### src/rtl/assert_macros.svh
// Assertion helper macros
`ifndef ASSERT_MACROS_SVH
`define ASSERT_MACROS_SVH
// check that prop holds at each clock edge outside reset
`define ASSERT_CLK(label, clk, rst_n, prop, msg) \
label: assert property (@(posedge clk) disable iff (!rst_n) (prop)) else $error(msg);
// check that an antecedent implies a consequent on the next edge
`define ASSERT_NEXT(label, clk, rst_n, ante, cons, msg) \
label: assert property (@(posedge clk) disable iff (!rst_n) (ante) |=> (cons)) else $error(msg);
`endif

### src/rtl/sks_pkg.sv
// ----------------------------------------------------------------------------
// sks_pkg
// Shared types, constants and SHA-256 helper functions.
// ----------------------------------------------------------------------------
package sks_pkg;
	localparam int IterW = 21;
	localparam logic [IterW-1:0] IterReset = 21'h100000;

	typedef logic [31:0] word_t;
	typedef word_t [7:0] digest_t;
	typedef word_t [15:0] block_t;

	localparam digest_t Iv = '{32'h5be0cd19, 32'h1f83d9ab, 32'h9b05688c, 32'h510e527f,
		32'ha54ff53a, 32'h3c6ef372, 32'hbb67ae85, 32'h6a09e667};

	// block source selected by the controller
	typedef enum logic [1:0] {
		BLK_KEY  = 2'd0,
		BLK_MIX  = 2'd1,
		BLK_SALT = 2'd2
	} blk_sel_t;

	// controller to datapath commands
	typedef struct packed {
		logic     load_in;   // capture key and salt
		logic     start;     // load schedule and working vars
		blk_sel_t sel;       // block being started
		logic     chain_iv;  // start from IV (else from chaining value)
		logic     round;     // perform one round
		logic     fin_init;  // fold into initial digest
		logic     fin_mid;   // fold into chaining value
		logic     fin_run;   // fold into running digest, bump counter
		logic     clr_run;   // clear running digest and counter
	} cmd_t;

	typedef struct packed {
		logic             last_round;
		logic [IterW-1:0] counter;
	} sts_t;

	function automatic word_t rotr(word_t x, int n);
		return (x >> n) | (x << (32 - n));
	endfunction

	function automatic word_t kconst(logic [5:0] i);
		word_t k [64] = '{
			32'h428a2f98, 32'h71374491, 32'hb5c0fbcf, 32'he9b5dba5, 32'h3956c25b, 32'h59f111f1,
			32'h923f82a4, 32'hab1c5ed5, 32'hd807aa98, 32'h12835b01, 32'h243185be, 32'h550c7dc3,
			32'h72be5d74, 32'h80deb1fe, 32'h9bdc06a7, 32'hc19bf174, 32'he49b69c1, 32'hefbe4786,
			32'h0fc19dc6, 32'h240ca1cc, 32'h2de92c6f, 32'h4a7484aa, 32'h5cb0a9dc, 32'h76f988da,
			32'h983e5152, 32'ha831c66d, 32'hb00327c8, 32'hbf597fc7, 32'hc6e00bf3, 32'hd5a79147,
			32'h06ca6351, 32'h14292967, 32'h27b70a85, 32'h2e1b2138, 32'h4d2c6dfc, 32'h53380d13,
			32'h650a7354, 32'h766a0abb, 32'h81c2c92e, 32'h92722c85, 32'ha2bfe8a1, 32'ha81a664b,
			32'hc24b8b70, 32'hc76c51a3, 32'hd192e819, 32'hd6990624, 32'hf40e3585, 32'h106aa070,
			32'h19a4c116, 32'h1e376c08, 32'h2748774c, 32'h34b0bcb5, 32'h391c0cb3, 32'h4ed8aa4a,
			32'h5b9cca4f, 32'h682e6ff3, 32'h748f82ee, 32'h78a5636f, 32'h84c87814, 32'h8cc70208,
			32'h90befffa, 32'ha4506ceb, 32'hbef9a3f7, 32'hc67178f2};
		return k[i];
	endfunction

	// big-endian word from bytes 4*half..4*half+3 of a little-endian field
	function automatic word_t be_word(logic [63:0] f, logic half);
		logic [31:0] h;
		h = half ? f[63:32] : f[31:0];
		return {h[7:0], h[15:8], h[23:16], h[31:24]};
	endfunction

	// output word k: digest bytes 8k..8k+7, lowest byte in bits 7:0
	function automatic logic [63:0] pack_out(word_t a, word_t b);
		return {b[7:0], b[15:8], b[23:16], b[31:24], a[7:0], a[15:8], a[23:16], a[31:24]};
	endfunction
endpackage

### src/rtl/sks_ctrl.sv
// ----------------------------------------------------------------------------
// sks_ctrl
// Sequencer: key block, then per iteration a mix block and a salt block.
// ----------------------------------------------------------------------------
module sks_ctrl (
	input  logic                     clk,
	input  logic                     arst_n,
	input  logic                     in_valid,
	output logic                     in_ready,
	output logic                     out_valid,
	input  logic                     out_ready,
	input  logic [sks_pkg::IterW-1:0] iter_count,
	input  sks_pkg::sts_t            sts,
	output sks_pkg::cmd_t            cmd
);
	import sks_pkg::*;

	typedef enum logic [5:0] {
		S_IDLE  = 6'b000001,
		S_KEY   = 6'b000010,
		S_CHECK = 6'b000100,
		S_MIX   = 6'b001000,
		S_SALT  = 6'b010000,
		S_DONE  = 6'b100000
	} state_t;

	state_t state_q, state_d;
	logic   busy_q;   // rounds in progress inside current state

	assign in_ready  = (state_q == S_IDLE);
	assign out_valid = (state_q == S_DONE);

	always_comb begin
		cmd     = '0;
		state_d = state_q;
		case (state_q)
			S_IDLE: begin
				if (in_valid) begin
					cmd.load_in = 1'b1;
					state_d     = S_KEY;
				end
			end
			S_KEY: begin
				cmd.sel = BLK_KEY;
				if (!busy_q) begin
					cmd.start    = 1'b1;
					cmd.chain_iv = 1'b1;
				end else begin
					cmd.round = 1'b1;
					if (sts.last_round) begin
						cmd.fin_init = 1'b1;
						cmd.clr_run  = 1'b1;
						state_d      = S_CHECK;
					end
				end
			end
			S_CHECK: begin
				// counter wraps to zero only after a full 21-bit run
				if (sts.counter >= iter_count) begin
					state_d = S_DONE;
				end else begin
					state_d = S_MIX;
				end
			end
			S_MIX: begin
				cmd.sel = BLK_MIX;
				if (!busy_q) begin
					cmd.start    = 1'b1;
					cmd.chain_iv = 1'b1;
				end else begin
					cmd.round = 1'b1;
					if (sts.last_round) begin
						cmd.fin_mid = 1'b1;
						state_d     = S_SALT;
					end
				end
			end
			S_SALT: begin
				cmd.sel = BLK_SALT;
				if (!busy_q) begin
					cmd.start = 1'b1;
				end else begin
					cmd.round = 1'b1;
					if (sts.last_round) begin
						cmd.fin_run = 1'b1;
						if (&sts.counter) begin
							state_d = S_DONE;
						end else begin
							state_d = S_CHECK;
						end
					end
				end
			end
			S_DONE: begin
				if (out_ready) begin
					state_d = S_IDLE;
				end
			end
			default: begin
				state_d = S_IDLE;
			end
		endcase
	end

	always_ff @(posedge clk or negedge arst_n) begin
		if (!arst_n) begin
			state_q <= S_IDLE;
			busy_q  <= 1'b0;
		end else begin
			state_q <= state_d;
			if (cmd.start) begin
				busy_q <= 1'b1;
			end else if (cmd.round && sts.last_round) begin
				busy_q <= 1'b0;
			end
		end
	end
endmodule

### config.mk
export PLATFORM = sky130hd
export DESIGN_NAME = sks_ctrl
export DESIGN_NICKNAME = d
export VERILOG_FILES = /design/src/rtl/assert_macros.svh /design/src/rtl/sks_pkg.sv /design/src/rtl/sks_ctrl.sv
export SDC_FILE = /design/constraint.sdc
export NUM_CORES = 1
export LEC_CHECK = 0
export ABC_CLOCK_PERIOD_IN_PS = 5600
export BUFFER_PORTS_ARGS = -buffer_cell sky130_fd_sc_hd__clkbuf_2
export CAP_MARGIN = 20
export CORE_UTILIZATION = 35
export DETAILED_ROUTE_END_ITERATION = 6
export SLEW_MARGIN = 20
export SYNTH_ARGS = -nofsm -noshare
export SYNTH_HDL_FRONTEND = slang
export SYNTH_SLANG_ARGS = --single-unit
### constraint.sdc
create_clock -name clk -period 5.6 [get_ports clk]
set_clock_uncertainty 0.05 [all_clocks]
set_input_delay 1.12 -clock clk [delete_from_list [all_inputs] [get_ports clk]]
set_output_delay 1.12 -clock clk [all_outputs]
set_load 0.005 [all_outputs]
==> results of run 1 <==
==> sequential cells by signal, indices dropped and copies added, names as in the netlist <==
name     cells
state_q      6
busy_q       1
==> synthesized netlist by cell type (2+ instances only) <==
master / n
inv_1: 27
o21ai_0: 5
nand2_1: 6
a21oi_1: 7
nand3_1: 3
dfrtp_1: 6
nor2_4: 2
buf_6: 2
nor2_1: 9
nand4_1: 7
nor4_1: 4
and2_1: 3
nor3_1: 3
nor3b_1: 3
ha_1: 21
a21o_1: 2
==> worst max-delay path: cells and delay by family, from the launching register on <==
family,cells,cell delay (ns)
and+or+nand+nor,4,0.95
DFF,1,0.52
buffers and inverters,1,0.11
==> cell families after synthesis <==
kind of cell | after synthesis
flip-flops | 7
multiplexers | 1
XOR/XNOR | 2
buffers and inverters | 30
AO/OA/AOI/OAI | 28
adder cells (fa/ha/maj) | 21
AND/OR/NAND/NOR | 48
==> worst max-delay path by stage <==
stage,from,depth (start not counted),endpoint
floorplan,sts[21],4,cmd[3]
global placement,sts[21],4,cmd[2]
detailed placement,sts[21],4,cmd[2]
CTS,state_q[1]$_DFFE_PN0P_,5,cmd[1]
global route,state_q[1]$_DFFE_PN0P_,5,cmd[1]
finish,state_q[1]$_DFFE_PN0P_,5,cmd[1]
==> where the power goes <==
| part | leakage [nW] | internal (mW) | total (mW) | switching [mW] |
|---|---|---|---|---|
| registers | 0.0889 | 0.0671 | 0.0937 | 0.0266 |
| clock network | 0.0177 | 0.0261 | 0.0452 | 0.0191 |
| logic | 0.731 | 0.0987 | 0.205 | 0.107 |
==> area by class of cell <==
| class | instances | area (um^2) | share of cell area [%] |
|---|---|---|---|
| multi-input combinational | 100 | 812.0 | 55.52 |
| sequential | 7 | 176.4 | 12.06 |
| clock buffer | 3 | 22.52 | 1.540 |
| tap | 44 | 55.05 | 3.764 |
| inverter | 27 | 101.3 | 6.929 |
| timing repair buffer | 58 | 290.3 | 19.85 |
| clock inverter | 1 | 5.005 | 0.3422 |
==> placed cells by master (no fill, tap or decap), drive strengths merged, types with 4 or more instances in the layout <==
| cell | netlist | layout |
|---|---|---|
| nor2 | 12 | 12 |
| inv | 27 | 27 |
| o21ai | 6 | 6 |
| a21oi | 7 | 7 |
| nor4 | 4 | 4 |
| nand2 | 7 | 7 |
| clkbuf | 0 | 61 |
| nor3 | 4 | 4 |
| ha | 21 | 21 |
| nand4 | 7 | 7 |
| dfrtp | 6 | 6 |
==> stage by stage <==
stage | power, mW | cell area [um^2] | utilization (%) | cells
final | 0.3441 | 1463 | 47.91 | 240
after floorplan | 0.2486 | 1120 | - | 137
after global placement | 0.2980 | 1435 | 47.01 | 236
after detailed placement | 0.3015 | 1435 | 47.01 | 236
after CTS | 0.3475 | 1463 | 47.91 | 240
after global routing | 0.3781 | 1463 | 47.91 | 240
==> layer usage <==
| layer | track usage [%] | up-vias | share of wire [%] | routed length (um) |
|---|---|---|---|---|
| li1 | - | 606 | - | - |
| met4 | 3.061 | 0 | 0 | 0 |
| met2 | 31.53 | 25 | 53 | 1395 |
| met5 | 0 | - | 0 | 0 |
| met1 | 18.46 | 528 | 44 | 1159 |
| met3 | 1.319 | 0 | 3.0 | 78 |
==> results.md, run 1 <==
- Status: finished, final reports clean
- IO Port Bufs: 58
- Core area: 0.003053 mm^2
- Crit path largest cell delay: 0.52 ns
- Setup TNS: 0 ns
- TritonRoute pass-1 iters: 5
- WP data required: 4.43 ns
- Initial Utilization: 36.68%
- Min Hold Slack: 0.5055 ns
- Vias in the first global route: 1104
- NumNets Final: 265
- CP max stage cell: dfrtp_1
- Slew margin rel.: 62.03%
- Post-synth top flop: dfrtp_1
- Hold Path Class: reg -> reg
- Synth top area share: 23.46%
- Final worst path period share: 53.36%
- Setup Viol. Count Final: 0
- Worst path cell trace: nor2_4 -> nand2_2 -> nor3b_1 -> and2_1 -> clkbuf_2
- Sequential area share after synthesis: 15.75%
- Worst-Margin Slew: 0.5684 ns
- Vias: 1159
- FF-to-FF path depth: 6
- EDFF count, synth: 0
- GRT overflow: 0
- CTS sink cnt: 7
- Synth Instances: 137
- Setup Fix Bufs, Post-CTS: 0
- GP Congestion: 0.8205
- Worst EP arrival: 1.82 ns
- Maxcap violations: 0
- # hold bufs at CTS: 0
- Fillers: 320
- Hold path cells: 2
- Largest net degree at the start of global routing: 10
- Clock Path Buffers: 2
- Simple-Gate Fraction of Synth Area: 25.59%
- Xor/xnor cell area share of the yosys netlist: 1.564%
- DIE WIDTH: 58.57 um
- Post-synthesis mux area share: 1.341%
- Main combinational cell family by area after synthesis: simple AND/OR/NAND/NOR gates
- Yosys reg bits: 7
- Most area-consuming cells after synthesis: ha_1 23%, dfrtp_1 13%, inv_1 9.1%
- Pins Over Slew Limit: 0
- Layout cell share with drive strength beyond 1: 39.80%
- PnR worst setup slack: 2.612 ns
- Chip height: 58.57 um
- Syn_nets: 205
- Routed WL per cell: 10.97 um
- Starting DRT DRC Count: 15
- PostCTS Resize Cnt: 0
- Setup slack, reg-to-reg: 3.58 ns
- Yosys warning total: 0
- WHS Endpoint: state_q[0]$_DFFE_PN1P_
- Drt drc: 0
- Synth area leader: ha_1
- ANT nets after route: 0
- Initial antenna violation count: 0
- Final WL: 2633 um
- Fmax: 334.7 MHz
- Final Hold Viols: 0
- Row cnt: 20
- ANT cells: 0
- Latest clock arrival within the worst-skew pair: 0.25 ns
- Post-Synth Adder-Cell Area: 23.46%
- Cell variety after synth: 43
- Gr usage total: 15.90%
- Lkg Pwr: 0.8372 nW
- CTS tree: done
- Setup CP Type: reg -> out
- CP startpoint kind: flop
- IO Pins: 59
- Hold Startpoint: state_q[0]$_DFFE_PN1P_
- Worst Setup End Kind: output pin
- Worst reg2reg startpoint: state_q[1]$_DFFE_PN0P_
- CP Max Fanout: 9
- Vias per cell: 4.829
- Place WS: 2.671 ns
- Worst R2R End: state_q[1]$_DFFE_PN0P_
- H-tree depth: 1
- Final min period: 2.988 ns
- Num CTS Buffers: 3
- VDD IR-drop max: 97.19 uV
- Cell Area, Synth: 0.001120 mm^2
- Compound-Gate Fraction of Synth Area: 20.56%
- Clk Tree Root Cell: clkbuf_4
- Ys async rst share: 100.0%
- Post-DP HPWL: 2401 um
- RSZ-0062 raised after global routing: no
- Area Overhead vs Synth: 30.61%
- Post-Syn Area per Cell: 8.174 um^2
- Worst-path clk slew: 0.06 ns
- Power Density: 235.2 mW/mm^2
- Die area: 0.003430 mm^2
- First-pass GRT wire length: 4326 um
No activity file was read; power rests on OpenSTA's default activity.
==> run 2, diff against run 1 <==
Settings changed: ABC_AREA set to 1, ABC_CLOCK_PERIOD_IN_PS 5600 to 2900.
Clock period 5.6 ns to 2.9 ns, I/O delays scaled along.
==> run 2 against run 1 <==
Effect of this change: sequential share of layout area shrank 1.1 points; utilization shrank 0.22 points; final area grew 9.7%; flip-flop and latch count is the same; die area grew 10%; synthesized area grew 10%; clock power grew 94%; hold slack lost 0.40 ns; global-route usage shrank 0.39 points; critical path type unchanged; highest routed layer is now met4.
==> results.md, run 2 <==
- Die area: 0.003774 mm^2
- Synth top area share: 21.26%
- Cell Area, Synth: 0.001236 mm^2
- Post-DP HPWL: 2473 um
- Power Density: 435.5 mW/mm^2
- IO Port Bufs: 58
- Largest regs: state_q: 6 flops, busy_q: 1 flops
- Fin area: 0.001604 mm^2
- Vias per cell: 4.326
- Post-Syn Area per Cell: 6.181 um^2
- Worst EP arrival: 1.60 ns
- Final WL: 2680 um
- Reg with most FFs: state_q
- Crit path largest cell delay: 0.42 ns
- PostCTS Resize Cnt: 0
- RSZ-0062 raised after global routing: no
- CTS sink cnt: 7
- Row cnt: 21
- Latest clock arrival within the worst-skew pair: 0.25 ns
- Syn_nets: 268
- CP max stage cell: dfrtp_1
- Synth Instances: 200
- H-tree depth: 1
- Most frequent cells in the layout: 58 x nand2_1, 58 x clkbuf_2, 46 x inv_1, 22 x nor2_1, 21 x ha_1
- Total power: 0.6985 mW
- Setup Fix Bufs, Post-CTS: 0
- # hold bufs at CTS: 0
- Largest net degree at the start of global routing: 8
- Cell variety after synth: 25
- ANT cells: 0
- Setup Viol. Count Final: 0
- Num CTS Buffers: 3
- Layout cell share with drive strength beyond 1: 30.27%
- Slew margin rel.: 85.12%
- First-pass GRT wire length: 4353 um
- Setup slack, reg-to-reg: 1.33 ns
- Worst-Margin Slew: 0.2226 ns
- Hold Path Class: in -> async
- Core area: 0.003363 mm^2
- Clk Tree Root Cell: clkbuf_4
- NumNets Final: 330
- CP Max Fanout: 4
- IO Pins: 59
- CP startpoint kind: flop
- CP Buf/Inv Count: 3
- TritonRoute pass-1 iters: 4
- Most area-consuming cells after synthesis: ha_1 21%, nand2_1 18%, inv_1 14%
- Final Hold Viols: 0
- WP data required: 2.27 ns
- Final min period: 2.225 ns
- Top-count cell post-synth: nand2_1
- CTS tree: done
- Starting DRT DRC Count: 30
- Lkg Pwr: 1.004 nW
- Initial antenna violation count: 0
- Maxcap violations: 0
- Yosys reg bits: 7
- Yosys warning total: 0
- Synth area leader: ha_1
- GRT overflow: 0
- Chip height: 61.43 um
- Vias in the first global route: 1120
- GP Congestion: 0.7455
- Final worst path period share: 76.73%
- Setup CP Type: reg -> out
- DIE WIDTH: 61.43 um
- Gr usage total: 15.52%
- Worst path cell trace: nor2_2 -> nand2_2 -> inv_2 -> nand3_2 -> nand3_1 -> inv_1 -> nor2_1 -> clkbuf_2
- CP top delay family: simple AND/OR/NAND/NOR gates
- Clock Path Buffers: 2
- Vias: 1328
- Most frequent cells after synthesis: 58 x nand2_1, 46 x inv_1, 22 x nor2_1
- ANT nets after route: 0
- Worst-path clk slew: 0.06 ns
- Worst Setup End Kind: output pin
- Fmax: 449.4 MHz
- Initial Utilization: 36.76%
- Post-synth top flop: dfrtp_1
- EDFF count, synth: 0
- Status: finished, final reports clean
- Max FFs per register: 6
- Post-DP Area: 0.001577 mm^2
- Sequential area share after synthesis: 14.27%
- Area Overhead vs Synth: 29.76%
- Drt drc: 0
- Pins Over Slew Limit: 0
- Ys async rst share: 100.0%
- VDD IR-drop max: 158.2 uV
- Setup TNS: 0 ns
- Routed WL per cell: 8.730 um
-- run 2: cell count changes after synthesis, moves of 3 or more --
cell,before,now
nor3b_1,3,0
o21ai_1,0,4
and2_1,3,0
nor2_2,1,4
nor4_1,4,0
inv_1,27,46
o21ai_0,5,2
nor2_1,9,22
nand2_1,6,58
-- run 2: area by class of cell --
class                           count  area, um^2
Sequential cell                     7       176.4
Inverter                           47       176.4
Clock buffer                        3       22.52
Clock inverter                      1       5.005
Multi-Input combinational cell    145       875.8
Fill cell                         403        1759
Timing Repair Buffer               58       290.3
Tap cell                           46       57.56
-- run 2: worst paths after layout --
| kind | start | to | depth (start not counted) |
|---|---|---|---|
| max | state_q[3]$_DFFE_PN0P_ | cmd[8] | 8 |
| max reg2reg | state_q[3]$_DFFE_PN0P_ | state_q[5]$_DFFE_PN0P_ | 10 |
| min | arst_n | state_q[1]$_DFFE_PN0P_ | 1 |
| min in group clk | state_q[0]$_DFFE_PN1P_ | state_q[0]$_DFFE_PN1P_ | 2 |
| min reg2reg | state_q[0]$_DFFE_PN1P_ | state_q[0]$_DFFE_PN1P_ | 2 |
| max in group asynchronous | arst_n | state_q[0]$_DFFE_PN1P_ | 1 |
-- run 2: per-stage QoR --
step	util (%)	setup WS, ns	instances	hold slack [ns]
floorplan	-	1.118	200	0.2344
global placement	46.88	0.9482	303	0.3773
detailed placement	46.88	0.9205	303	0.3837
CTS	47.69	0.6370	307	0.09819
global route	47.69	0.4766	307	0.1025
finish	47.69	0.6749	307	0.1020
-- run 2: logic make-up (layout without fill, tap and decap cells) --
| kind of cell | count (synthesis) | count (layout) | share of synthesized area (%) |
|---|---|---|---|
| flip-flops | 7 | 7 | 14.27 |
| AND/OR/NAND/NOR | 107 | 107 | 41.70 |
| buffers and inverters | 48 | 109 | 14.88 |
| AO/OA/AOI/OAI | 17 | 17 | 7.895 |
| adder cells (fa/ha/maj) | 21 | 21 | 21.25 |
-- run 2: routing by layer --
metal | up-vias | track usage, % | wire [um]
li1 | 744 | - | -
met1 | 556 | 20.15 | 1264
met2 | 26 | 26.55 | 1290
met3 | 2 | 2.311 | 111
met4 | 0 | 4.762 | 13
met5 | - | 0 | 0
-- run 2: worst reg2reg max path, delay by kind of cell, from the launching register on --
| family | cells | cell delay (ns) |
|---|---|---|
| AO/OA/AOI/OAI | 1 | 0.19 |
| flip-flops | 1 | 0.42 |
| AND/OR/NAND/NOR | 8 | 0.73 |
| buffers and inverters | 1 | 0.07 |
-- run 2: power by group --
| group | total, mW | internal (mW) | leakage, nW | switching (mW) |
|---|---|---|---|---|
| clock | 0.0876 | 0.0504 | 0.0177 | 0.0372 |
| combinational | 0.446 | 0.180 | 0.896 | 0.266 |
| sequential | 0.165 | 0.134 | 0.0903 | 0.0314 |
| total | 0.699 | 0.364 | 1.00 | 0.335 |
